==> src/design/kabf_pkg.sv <==
package kabf_pkg;

	// Widths of the fixed-point formats.
	localparam int unsigned DataW = 32;   // Q16.16 angle, rate, bias; Q8.24 time and noises
	localparam int unsigned CovW  = 48;   // Q16.32 covariance and gains
	localparam int unsigned OpW   = 49;   // signed operand width of the shared units

	// Configuration register indexes.
	localparam logic [1:0] REG_ANGLE_NOISE = 2'd0;
	localparam logic [1:0] REG_BIAS_NOISE  = 2'd1;
	localparam logic [1:0] REG_MEAS_NOISE  = 2'd2;

	localparam logic [DataW-1:0] ANGLE_NOISE_RST = 32'd16777;
	localparam logic [DataW-1:0] BIAS_NOISE_RST  = 32'd50331;
	localparam logic [DataW-1:0] MEAS_NOISE_RST  = 32'd503316;

	// Saturation bounds of a 48-bit signed magnitude result.
	localparam logic [CovW-1:0] CAP_POS = 48'h7FFF_FFFF_FFFF;
	localparam logic [CovW-1:0] CAP_NEG = 48'h8000_0000_0000;

	// Right shift applied after a product.
	typedef enum logic [1:0] {
		SH16,
		SH24,
		SH32
	} shift_t;

	typedef struct packed {
		logic                   start;
		logic signed [OpW-1:0]  a;
		logic signed [OpW-1:0]  b;
		shift_t                 sh;
	} mul_req_t;

	typedef struct packed {
		logic                   start;
		logic signed [CovW-1:0] n;
		logic signed [OpW-1:0]  d;
	} div_req_t;

endpackage

==> src/design/kabf_div.sv <==
module kabf_div import kabf_pkg::*; (
	input  logic                   clk,
	input  logic                   arst_n,
	input  div_req_t               req,
	output logic                   done,
	output logic signed [CovW-1:0] result
);

	typedef enum logic [1:0] {
		D_IDLE,
		D_CHECK,
		D_ITER,
		D_FIN
	} dstate_t;

	dstate_t          state_q;
	logic [5:0]       cnt_q;
	logic [CovW-1:0]  un_q, q_q;
	logic [OpW-1:0]   ud_q, r_q;
	logic             neg_q;

	logic [15:0]      un_lo;
	logic             bit_in;
	logic [OpW:0]     rs;
	logic             ge;
	logic [CovW-1:0]  cap, qm;
	logic signed [CovW:0]  nn;
	logic signed [OpW-1:0] nd;

	assign un_lo  = un_q[15:0];
	assign bit_in = cnt_q[5] ? un_lo[cnt_q[3:0]] : 1'b0;
	assign rs     = {r_q, bit_in};
	assign ge     = rs >= {1'b0, ud_q};
	assign cap    = neg_q ? CAP_NEG : CAP_POS;
	assign qm     = (q_q > cap) ? cap : q_q;
	assign nn     = -(CovW+1)'(req.n);
	assign nd     = -req.d;

	always_ff @(posedge clk or negedge arst_n) begin
		if (!arst_n) begin
			state_q <= D_IDLE;
			done    <= 1'b0;
		end else begin
			done <= 1'b0;
			unique case (state_q)
				D_IDLE: begin
					if (req.start) begin
						state_q <= D_CHECK;
					end
				end
				D_CHECK: begin
					if (ud_q == '0 || {17'd0, un_q} >= {ud_q, 16'd0}) begin
						state_q <= D_IDLE;
						done    <= 1'b1;
					end else begin
						state_q <= D_ITER;
					end
				end
				D_ITER: begin
					if (cnt_q == '0) begin
						state_q <= D_FIN;
					end
				end
				D_FIN: begin
					state_q <= D_IDLE;
					done    <= 1'b1;
				end
				default: state_q <= D_IDLE;
			endcase
		end
	end

	always_ff @(posedge clk) begin
		if (state_q == D_IDLE && req.start) begin
			un_q  <= req.n[CovW-1] ? nn[CovW-1:0] : req.n;
			ud_q  <= req.d[OpW-1] ? nd : req.d;
			neg_q <= req.n[CovW-1] ^ req.d[OpW-1];
		end
		if (state_q == D_CHECK) begin
			r_q   <= {17'd0, un_q[47:16]};
			q_q   <= '0;
			cnt_q <= 6'd47;
			if (ud_q == '0) begin
				result <= '0;
			end else begin
				result <= neg_q ? -cap : cap;
			end
		end
		if (state_q == D_ITER) begin
			cnt_q <= cnt_q - 6'd1;
			q_q   <= {q_q[CovW-2:0], ge};
			r_q   <= ge ? OpW'(rs - {1'b0, ud_q}) : rs[OpW-1:0];
		end
		if (state_q == D_FIN) begin
			result <= neg_q ? -qm : qm;
		end
	end

endmodule
==> config.mk <==
export PLATFORM = sky130hd
export DESIGN_NAME = kabf_div
export DESIGN_NICKNAME = d
export VERILOG_FILES = /design/src/design/kabf_pkg.sv /design/src/design/kabf_div.sv
export SDC_FILE = /design/constraint.sdc
export NUM_CORES = 1
export LEC_CHECK = 0
export BUFFER_PORTS_ARGS = -buffer_cell sky130_fd_sc_hd__buf_2
export CAP_MARGIN = 20
export CELL_PAD_IN_SITES_DETAIL_PLACEMENT = 0
export CELL_PAD_IN_SITES_GLOBAL_PLACEMENT = 1
export CORE_MARGIN = 10
export CORE_UTILIZATION = 52
export DETAILED_ROUTE_END_ITERATION = 8
export PLACE_DENSITY_LB_ADDON = 0.1
export SYNTH_ARGS = -nofsm -noshare
export SYNTH_HDL_FRONTEND = slang
export SYNTH_SLANG_ARGS = --single-unit
==> constraint.sdc <==
create_clock -name clk -period 12.45 [get_ports clk]
set_input_delay 3.1125 -clock clk [delete_from_list [all_inputs] [get_ports clk]]
set_output_delay 3.1125 -clock clk [all_outputs]
set_load 0.05 [all_outputs]
==> results.tsv <==
metric	value	unit
status	finished, final reports clean	
p_leak	8.00	nW
cts_tree	built	
ys_async_sr_fraction	1.19	%
instances_no_fill	2481	
cts_setup_buffers	0	
switching_power	0.00266	W
diodes	0	
netlist-cell-type-count	76	
cts.clk_slew.worst_paths	0.06	ns
hold_class	flop to flop	
r2r_end	result[36]$_DFFE_PP_	
crit_required	12.84	ns
fin_skew	0.0123	ns
cp_max_fo	89	
clkLatencyLatePin	0.57	ns
cts_buffers	28	
drive_above_1_share	12.5	%
yosys.area.top_type	edfxtp_1	
tightest_slew	1.13	ns
synth_top_area_share	40.7	%
critPathKind	flop to flop	
finalCritPeriodShare	58.5	%
max-cap-violations	0	
hold_end	r_q[19]$_DFFE_PP_	
ios	149	
finalWorstSetupSlack	5.16	ns
grt.overflow.total	0	
postSynthCellCount	1897	
grt_antenna_before_repair	0	
grt_pass1_wl	77.3	mm
area_growth	11.9	%
clkSinkCount	252	
pre_cts_ws	5.35	ns
holdBufCountCts	0	
seqPwrFrac	30.4	%
synth-edff-count	249	
finalHoldViolations	0	
power.internal	0.00312	W
numPortBuffers	148	
layout_commonest_cell	edfxtp_1	
startpoint_type	flop	
max_clock_freq	137	MHz
cts_max_path_buffers	3	
place_congestion	0.899	
floorplan.core_area	34700	um^2
cp-end-kind	flop	
reg2regPathDepth	20	
hpwlAfterDp	36.0	mm
synth_seq_cells	252	
r2r_slack	5.16	ns
syn_nets	2137	
rows	68	
die_h	208	um
ys_seq_area_share	41.1	%
post_cts_resized	0	
fin_nets	2244	
r2r_start	neg_q$_DFFE_PP_	
post-route-drc-count	0	
ir_drop	0.000262	V
vias_per_cell	6.04	
setup_violations	0	
pwr-share-comb	53.4	%
p_per_area	281	nW/um^2
hold_depth	2	
antenna_left	0	
synth.avg_cell_area	9.69	um^2
synthTopCellsByArea	edfxtp_1, ha_1, xnor2_1	
grt_max_degree	90	
routed_wl	48.4	mm
swShare	46.0	%
cts_max_level	1	
syn_area	18400	um^2
min_from	un_q[35]$_DFFE_PP_	
vias	15000	
postLayoutCoreUtil	59.2	%
drv_slew	0	
rsz0062_at_grt	false	
die_w	208	um
final_cell_mix	edfxtp_1, o21ai_0, buf_2	
first_pass_iters	5	
grt_pass1_vias	14500	
yosys_warnings	0	
synthFlopType	edfxtp_1	
first_iter_violations	938	
setup_tns	0	ns
timing.hold.ws	0.601	ns
start_util	52.9	%
cp.arrival	7.68	ns
clockPowerShare	16.2	%
routedWlPerCell	19.5	um
dp_cells	2428	
dieArea	43300	um^2
finalCriticalPeriod	7.29	ns
grt.total_usage	21.3	%
relSlewSlack	24.4	%
cts_root_buffer	clkbuf_16	
[cell families (layout without fill, tap and decap cells)]
group	Yosys count	after routing	synth area share (%)
AOI/OAI and AO/OA	552	552	19.3
xor gates and xnor gates	137	137	6.53
adders and majority gates	140	140	9.57
buffers and inverters	175	304	3.64
DFF	252	252	41.1
muxes	55	55	3.17
and+or+nand+nor	586	586	16.7
[per-stage QoR]
step	total power, W	instance area (um^2)
2_1_floorplan	0.00402	18400
3_3_place_gp	0.00476	19500
3_5_place_dp	0.00482	19500
4_1_cts	0.00578	20500
5_1_grt	0.00620	20600
6_report	0.00578	20600
[cells in the mapped netlist (all sizes together) (5+ instances only)]
| cell | count |
|---|---|
| a22oi | 5 |
| mux2 | 5 |
| o211ai | 23 |
| a21o | 52 |
| a221oi | 7 |
| a21boi | 9 |
| mux2i | 48 |
| xor2 | 22 |
| xnor2 | 115 |
| or2 | 10 |
| nand2b | 18 |
| nand2 | 126 |
| o221ai | 6 |
| clkbuf | 76 |
| nor2b | 10 |
| nor2 | 131 |
| or4 | 25 |
| a21oi | 126 |
| buf | 8 |
| and2 | 52 |
| a211oi | 25 |
| nor4 | 37 |
| ha | 139 |
| nand3 | 37 |
| o21a | 35 |
| a31oi | 16 |
| and3 | 11 |
| a31o | 6 |
| or3 | 29 |
| edfxtp | 249 |
| o21ai | 152 |
| o31ai | 30 |
| inv | 89 |
| nand4 | 36 |
| o22ai | 7 |
| nor3 | 50 |
| o41ai | 17 |
[power groups by stage]
| stage | combinational [W] | sequential [W] | clock, W |
|---|---|---|---|
| global placement | 0.00300 | 0.00176 | 0 |
| detailed placement | 0.00305 | 0.00177 | 0 |
| finish | 0.00309 | 0.00176 | 0.000935 |
| CTS | 0.00307 | 0.00176 | 0.000953 |
| global route | 0.00341 | 0.00180 | 0.000986 |
| floorplan | 0.00203 | 0.00199 | 0 |
[area by class of cell]
class	count	area (um^2)
tap	455	569
sequential	252	7550
fill	3018	14200
clock buffer	32	737
timing repair buffer	161	851
multi-input combinational	1470	10200
clock inverter	20	303
inverter	91	342
[critical path, cell delays in order (launching register included)]
cell and delay, ns:
edfxtp_1 0.32, buf_4 0.71, clkinv_1 0.15, buf_4 0.35, ha_1 0.38, nand4_1 0.16, nor4_1 0.49, nand4_1 0.23
nor3_1 0.56, a31o_2 0.63, nor2_1 0.12, a21oi_1 0.22, ha_1 0.43, inv_1 0.25, or4_1 0.62, or3_1 0.37
and2_1 0.20, a21oi_1 0.19, nand2_1 0.15, or3_1 0.37, a32oi_1 0.20
[sequential cells by signal (all words and copies together) (netlist names), named ones only]
name,count
result,48
done,1
un_q,48
state_q,1
ud_q,49
neg_q,1
r_q,49
cnt_q,6
q_q,48
[how the worst max path moves through the flow]
stage,start,endpoint,slack [ns],cells after the start
global route,neg_q$_DFFE_PP_,result[36]$_DFFE_PP_,4.72,20
floorplan,neg_q$_DFFE_PP_,result[36]$_DFFE_PP_,5.97,22
finish,neg_q$_DFFE_PP_,result[36]$_DFFE_PP_,5.16,20
global placement,neg_q$_DFFE_PP_,result[36]$_DFFE_PP_,5.64,20
CTS,neg_q$_DFFE_PP_,result[36]$_DFFE_PP_,5.29,20
detailed placement,neg_q$_DFFE_PP_,result[36]$_DFFE_PP_,5.35,20
[metal layers]
layer  global-route usage, %  up-vias  routed length [um]
met3                    3.40       83                2910
met1                    29.3     7033               22400
met5                       0        -                   0
met4                    7.17        0                1450
li1                        -     7408                   -
met2                    33.5      452               21700
Power figures use the tool's default switching activity.
