File: config.mk
export PLATFORM = sky130hd
export DESIGN_NAME = kabf_mul
export DESIGN_NICKNAME = d
export VERILOG_FILES = /design/src/design/kabf_pkg.sv /design/src/design/kabf_mul.sv
export SDC_FILE = /design/constraint.sdc
export NUM_CORES = 2
export LEC_CHECK = 0
export ABC_AREA = 1
export BUFFER_PORTS_ARGS = -buffer_cell sky130_fd_sc_hd__buf_2
export CAP_MARGIN = 20
export CORE_AREA = 2 2 411 413
export DETAILED_ROUTE_END_ITERATION = 7
export DIE_AREA = 0 0 413 415
export PLACE_DENSITY_LB_ADDON = 0.3
export SLEW_MARGIN = 20
export SYNTH_ARGS = -nofsm -noshare
export SYNTH_HDL_FRONTEND = slang
export SYNTH_SLANG_ARGS = --single-unit
File: constraint.sdc
create_clock -name clk -period 11.4 [get_ports clk]
set_input_delay 2.28 -clock clk [delete_from_list [all_inputs] [get_ports clk]]
set_output_delay 2.28 -clock clk [all_outputs]
set_load 0.01 [all_outputs]
File: src/design/kabf_pkg.sv
package kabf_pkg;

	// Widths of the fixed-point formats.
	localparam int unsigned DataW = 32;   // Q16.16 angle, rate, bias; Q8.24 time and noises
	localparam int unsigned CovW  = 48;   // Q16.32 covariance and gains
	localparam int unsigned OpW   = 49;   // signed operand width of the shared units

	// Configuration register indexes.
	localparam logic [1:0] REG_ANGLE_NOISE = 2'd0;
	localparam logic [1:0] REG_BIAS_NOISE  = 2'd1;
	localparam logic [1:0] REG_MEAS_NOISE  = 2'd2;

	localparam logic [DataW-1:0] ANGLE_NOISE_RST = 32'd16777;
	localparam logic [DataW-1:0] BIAS_NOISE_RST  = 32'd50331;
	localparam logic [DataW-1:0] MEAS_NOISE_RST  = 32'd503316;

	// Saturation bounds of a 48-bit signed magnitude result.
	localparam logic [CovW-1:0] CAP_POS = 48'h7FFF_FFFF_FFFF;
	localparam logic [CovW-1:0] CAP_NEG = 48'h8000_0000_0000;

	// Right shift applied after a product.
	typedef enum logic [1:0] {
		SH16,
		SH24,
		SH32
	} shift_t;

	typedef struct packed {
		logic                   start;
		logic signed [OpW-1:0]  a;
		logic signed [OpW-1:0]  b;
		shift_t                 sh;
	} mul_req_t;

	typedef struct packed {
		logic                   start;
		logic signed [CovW-1:0] n;
		logic signed [OpW-1:0]  d;
	} div_req_t;

endpackage

File: src/design/kabf_mul.sv
module kabf_mul import kabf_pkg::*; (
	input  logic                   clk,
	input  logic                   arst_n,
	input  mul_req_t               req,
	output logic                   done,
	output logic signed [CovW-1:0] result
);

	logic [CovW-1:0]   ua_q, ub_q;
	logic              neg_q;
	shift_t            sh_q;
	logic [2:0]        cnt_q;
	logic              busy_q;
	logic              pv_s1;
	logic [1:0]        pos_s1;
	logic [47:0]       pp_s1;
	logic [95:0]       acc_q;

	logic [23:0]       part_a, part_b;
	logic [5:0]        shamt;
	logic [96:0]       half, rnd, shifted;
	logic              over;
	logic [CovW-1:0]   cap, mag_r;

	function automatic logic [CovW-1:0] mag49(input logic signed [OpW-1:0] v);
		logic signed [OpW-1:0] n;
		n = -v;
		return v[OpW-1] ? n[CovW-1:0] : v[CovW-1:0];
	endfunction

	assign part_a = cnt_q[0] ? ua_q[47:24] : ua_q[23:0];
	assign part_b = cnt_q[1] ? ub_q[47:24] : ub_q[23:0];

	always_comb begin
		case (sh_q)
			SH16:    shamt = 6'd16;
			SH24:    shamt = 6'd24;
			default: shamt = 6'd32;
		endcase
		half    = 97'd1 << (shamt - 6'd1);
		rnd     = {1'b0, acc_q} + half;
		shifted = rnd >> shamt;
		cap     = neg_q ? CAP_NEG : CAP_POS;
		over    = (shifted[96:48] != '0) || (shifted[47:0] > cap);
		mag_r   = over ? cap : shifted[47:0];
	end

	always_ff @(posedge clk or negedge arst_n) begin
		if (!arst_n) begin
			busy_q <= 1'b0;
			cnt_q  <= '0;
			pv_s1  <= 1'b0;
			done   <= 1'b0;
		end else begin
			done  <= 1'b0;
			pv_s1 <= busy_q && !cnt_q[2];
			if (req.start) begin
				busy_q <= 1'b1;
				cnt_q  <= '0;
			end else if (busy_q) begin
				cnt_q <= cnt_q + 3'd1;
				if (cnt_q == 3'd5) begin
					busy_q <= 1'b0;
					done   <= 1'b1;
				end
			end
		end
	end

	always_ff @(posedge clk) begin
		if (req.start) begin
			ua_q  <= mag49(req.a);
			ub_q  <= mag49(req.b);
			neg_q <= req.a[OpW-1] ^ req.b[OpW-1];
			sh_q  <= req.sh;
			acc_q <= '0;
		end else begin
			pp_s1  <= part_a * part_b;
			pos_s1 <= {1'b0, cnt_q[0]} + {1'b0, cnt_q[1]};
			if (pv_s1) begin
				case (pos_s1)
					2'd0:    acc_q <= acc_q + {48'd0, pp_s1};
					2'd1:    acc_q <= acc_q + {24'd0, pp_s1, 24'd0};
					default: acc_q <= acc_q + {pp_s1, 48'd0};
				endcase
			end
			if (busy_q && cnt_q == 3'd5) begin
				result <= neg_q ? -mag_r : mag_r;
			end
		end
	end

endmodule

==> impl_metrics.csv <==
group,metric,value,unit
status,status,"finished, final reports clean",
logic_synthesis,ys_seq_area_share,16.0,%
global_route,antenna_found_initial,1,
setup_path,max_stage_delay,0.88,ns
logic_synthesis,synth_top_family_by_area,"adder cells",
detailed_routing,wire_per_inst,22.0,um
sta,maxSlewHeadroom,25.8,%
place,dp_hpwl,174,mm
setup_path,reg2reg_slack,1.69,ns
logic_synthesis,yosys.area.top_type_share,19.5,%
sta,hold_violations,0,
finish,num-nets-final,8242,
setup_path,crit_top_cell,"fa_1",
setup_path,worstSetupStartpointType,"flip-flop",
logic_synthesis,syn-cell-area,49900,um^2
flow_run,maxCapViolCount,0,
logic_synthesis,synth_area_leaders,"fa_1 (19%), nand2_1 (12%), edfxtp_1 (12%)",
worst_hold_path,hold_start,"cnt_q[2]$_DFFE_PN0P_",
global_route,grt_pass1_vias,49642,
logic_synthesis,synth-seq-cells,299,
setup_path,critPathLaunch,"cnt_q[0]$_DFFE_PN0P_",
logic_synthesis,synth_top_cell_by_area,"fa_1",
die,die_h,415,um
clocking,clk_latency,0.66,ns
detailed_routing,drt_pass1_iterations,6,
clocking,hold_buffers,0,
sta,rsz0062_at_grt,"no",
clocking,cts-resized-gates,0,
finish,syn2layout_area_growth,9.53,%
sta,period_needed,9.71,ns
logic_synthesis,synth-simple-area-share,26.0,%
detailed_routing,drc,0,
clocking,cts_buffers,40,
place,placedCellCount,9437,
sta,fin_skew,0.0401,ns
sta,worstMarginPinSlew,1.11,ns
clocking,cts-root-buf,"clkbuf_16",
global_route,grt_start_max_net_pins,78,
setup_path,worst-setup-path-type,"flip-flop to flip-flop",
logic_synthesis,synth-compound-area-share,13.8,%
die,die_area,171000,um^2
worst_hold_path,hold_path.class,"flip-flop to flip-flop",
sta,fin_setup_tns,0,ns
finish,drive_gt1_share,6.10,%
sta,finalCritPeriodShare,85.2,%
setup_path,crit_path_end_kind,"flip-flop",
setup_path,r2r-start,"cnt_q[0]$_DFFE_PN0P_",
detailed_routing,postRouteAntennaNets,0,
detailed_routing,vias_per_cell,5.17,
place,port_buffers,151,
detailed_routing,drt_iter0_drc,3887,
clocking,cts_tree,"built",
detailed_routing,drt_wl_total,210,mm
global_route,grt_pass1_wl,312,mm
logic_synthesis,synth.area.mux_share,0.0401,%
clocking,cts_buffer_depth,3,
sta,drv_slew,0,
die,die_x,413,um
clocking,clock_sinks,299,
logic_synthesis,synth_edf_count,197,
logic_synthesis,ys_async_sr_fraction,2.01,%
die,rows,150,
die,pin_count,152,
detailed_routing,vias,49198,
place,place.gp.congestion,1.06,
setup_path,slowest_stage,"clkinv_1",
die,start_util,29.9,%
setup_path,arrival,10.10,ns
sta,setup_violations,0,
logic_synthesis,synthAdderAreaFrac,29.0,%
setup_path,endpoint,"pp_s1[44]$_DFFE_PN_",
clocking,clk_pin_slew,0.06,ns
clocking,htreeDepth,2,
finish,instances_no_fill,9514,
logic_synthesis,syn_area_per_cell,6.93,um^2
logic_synthesis,ys.warnings.count,0,
logic_synthesis,yosys.area_share.xor_xnor,3.98,%
setup_path,regToRegEndpoint,"pp_s1[44]$_DFFE_PN_",
logic_synthesis,yosysUniqueCellTypes,58,
global_route,grtUsageTotal,24.2,%
logic_synthesis,synth_ff_type,"edfxtp_1",
die,core_area,167000,um^2
global_route,grt_overflow,0,
sta,clock.fmax,103,MHz
finish,fill_cells,18257,
setup_path,worst-path-max-fanout,51,
logic_synthesis,synth_cells,7203,
setup_path,rr_worst_depth,29,
clocking,postCtsSetupBuffers,0,
setup_path,crit_required,11.79,ns
-- synthesized netlist by cell type (88+ instances only) --
| master | n |
|---|---|
| nand2_1 | 1604 |
| inv_1 | 1251 |
| nor2_1 | 828 |
| fa_1 | 485 |
| a21oi_1 | 447 |
| ha_1 | 379 |
| nand3_1 | 375 |
| o21ai_0 | 361 |
| edfxtp_1 | 197 |
| clkbuf_1 | 156 |
| xor2_1 | 139 |
| a31oi_1 | 108 |
| dfxtp_1 | 96 |
| xnor2_1 | 88 |
-- area by class of cell --
type,instances,area (um^2),share of cell area [%]
Antenna cell,3,7.51,0.0137
Clock buffer,44,1020,1.86
Clock inverter,30,407,0.744
Inverter,1285,4830,8.83
Multi-Input combinational cell,5429,36400,66.6
Sequential cell,299,7990,14.6
Tap cell,2204,2760,5.05
Timing Repair Buffer,220,1280,2.34
-- worst max-delay path, delay by kind of cell (launching register included) --
| kind | cells | cell delay, ns |
|---|---|---|
| AO/OA/AOI/OAI | 11 | 3.39 |
| XOR/XNOR | 1 | 0.17 |
| adder cells (fa/ha/maj) | 8 | 3.58 |
| buffers and inverters | 6 | 1.34 |
| flip-flops | 1 | 0.37 |
| AND/OR/NAND/NOR | 3 | 0.54 |
-- per-layer routing --
metal  vias to the layer above  routed length (um)  share of wire, %  track usage [%]
met5                         -                   0                 0                0
met4                         0               17100               8.1             16.3
met3                       593               13400               6.4             3.29
li1                      23271                   -                 -                -
met2                      1952               97900                47             40.7
met1                     23382               81400                39             28.7
-- state kept, by name, indices dropped and copies added, names as in the netlist --
name,count
result,48
cnt_q,3
acc_q,96
pv_s1,1
busy_q,1
ub_q,48
sh_q,2
done,1
neg_q,1
ua_q,48
pp_s1,48
pos_s1,2
-- layout by cell type (no fill, tap or decap), drive strengths merged, types with 6 or more instances in the layout --
cell type / n
a21oi: 447
or2: 68
o21ai: 420
bufinv: 7
inv: 1273
a211oi: 8
o221ai: 20
edfxtp: 197
nor4: 27
nor3: 69
dfrtp: 6
o211ai: 51
xnor2: 88
nand4: 69
nand3: 380
a21o: 8
clkinv: 30
ha: 379
a221oi: 12
nand2: 1618
nand3b: 10
o31ai: 11
a21boi: 34
conb: 6
a31oi: 108
buf: 220
a41oi: 15
o21bai: 20
o22ai: 12
nor2: 866
fa: 485
clkbuf: 44
xor2: 139
dfxtp: 96
o21a: 32
-- worst min-delay path by stage --
stage,to,depth (start not counted),slack [ns]
CTS,pv_s1$_DFF_PN0_,1,0.50
global route,pv_s1$_DFF_PN0_,1,0.52
global placement,acc_q[7]$_SDFFE_PP0P_,2,0.48
finish,pv_s1$_DFF_PN0_,1,0.51
detailed placement,pv_s1$_DFF_PN0_,1,0.49
floorplan,pv_s1$_DFF_PN0_,1,0.45
-- cells by family (layout without fill, tap and decap cells) --
kind of cell / after synthesis / count (layout)
AND/OR/NAND/NOR: 3116 / 3116
buffers and inverters: 1480 / 1579
multiplexers: 2 / 2
adder cells (fa/ha/maj): 864 / 864
other: 1 / 9
flip-flops: 299 / 299
XOR/XNOR: 227 / 227
AO/OA/AOI/OAI: 1214 / 1214
-- through the flow --
stage	cell area (um^2)	util, %	hold WS [ns]	worst slack [ns]
final	54700	32.8	0.508	1.69
after global routing	54600	32.8	0.519	1.20
after CTS	54600	32.8	0.497	1.77
after detailed placement	53200	31.9	0.488	1.77
after global placement	53200	31.9	0.484	1.84
after floorplan	49900	-	0.448	3.69
Power is not shown: default switching activity piles up to over one toggle a cycle in this logic, so the estimate is an artifact.
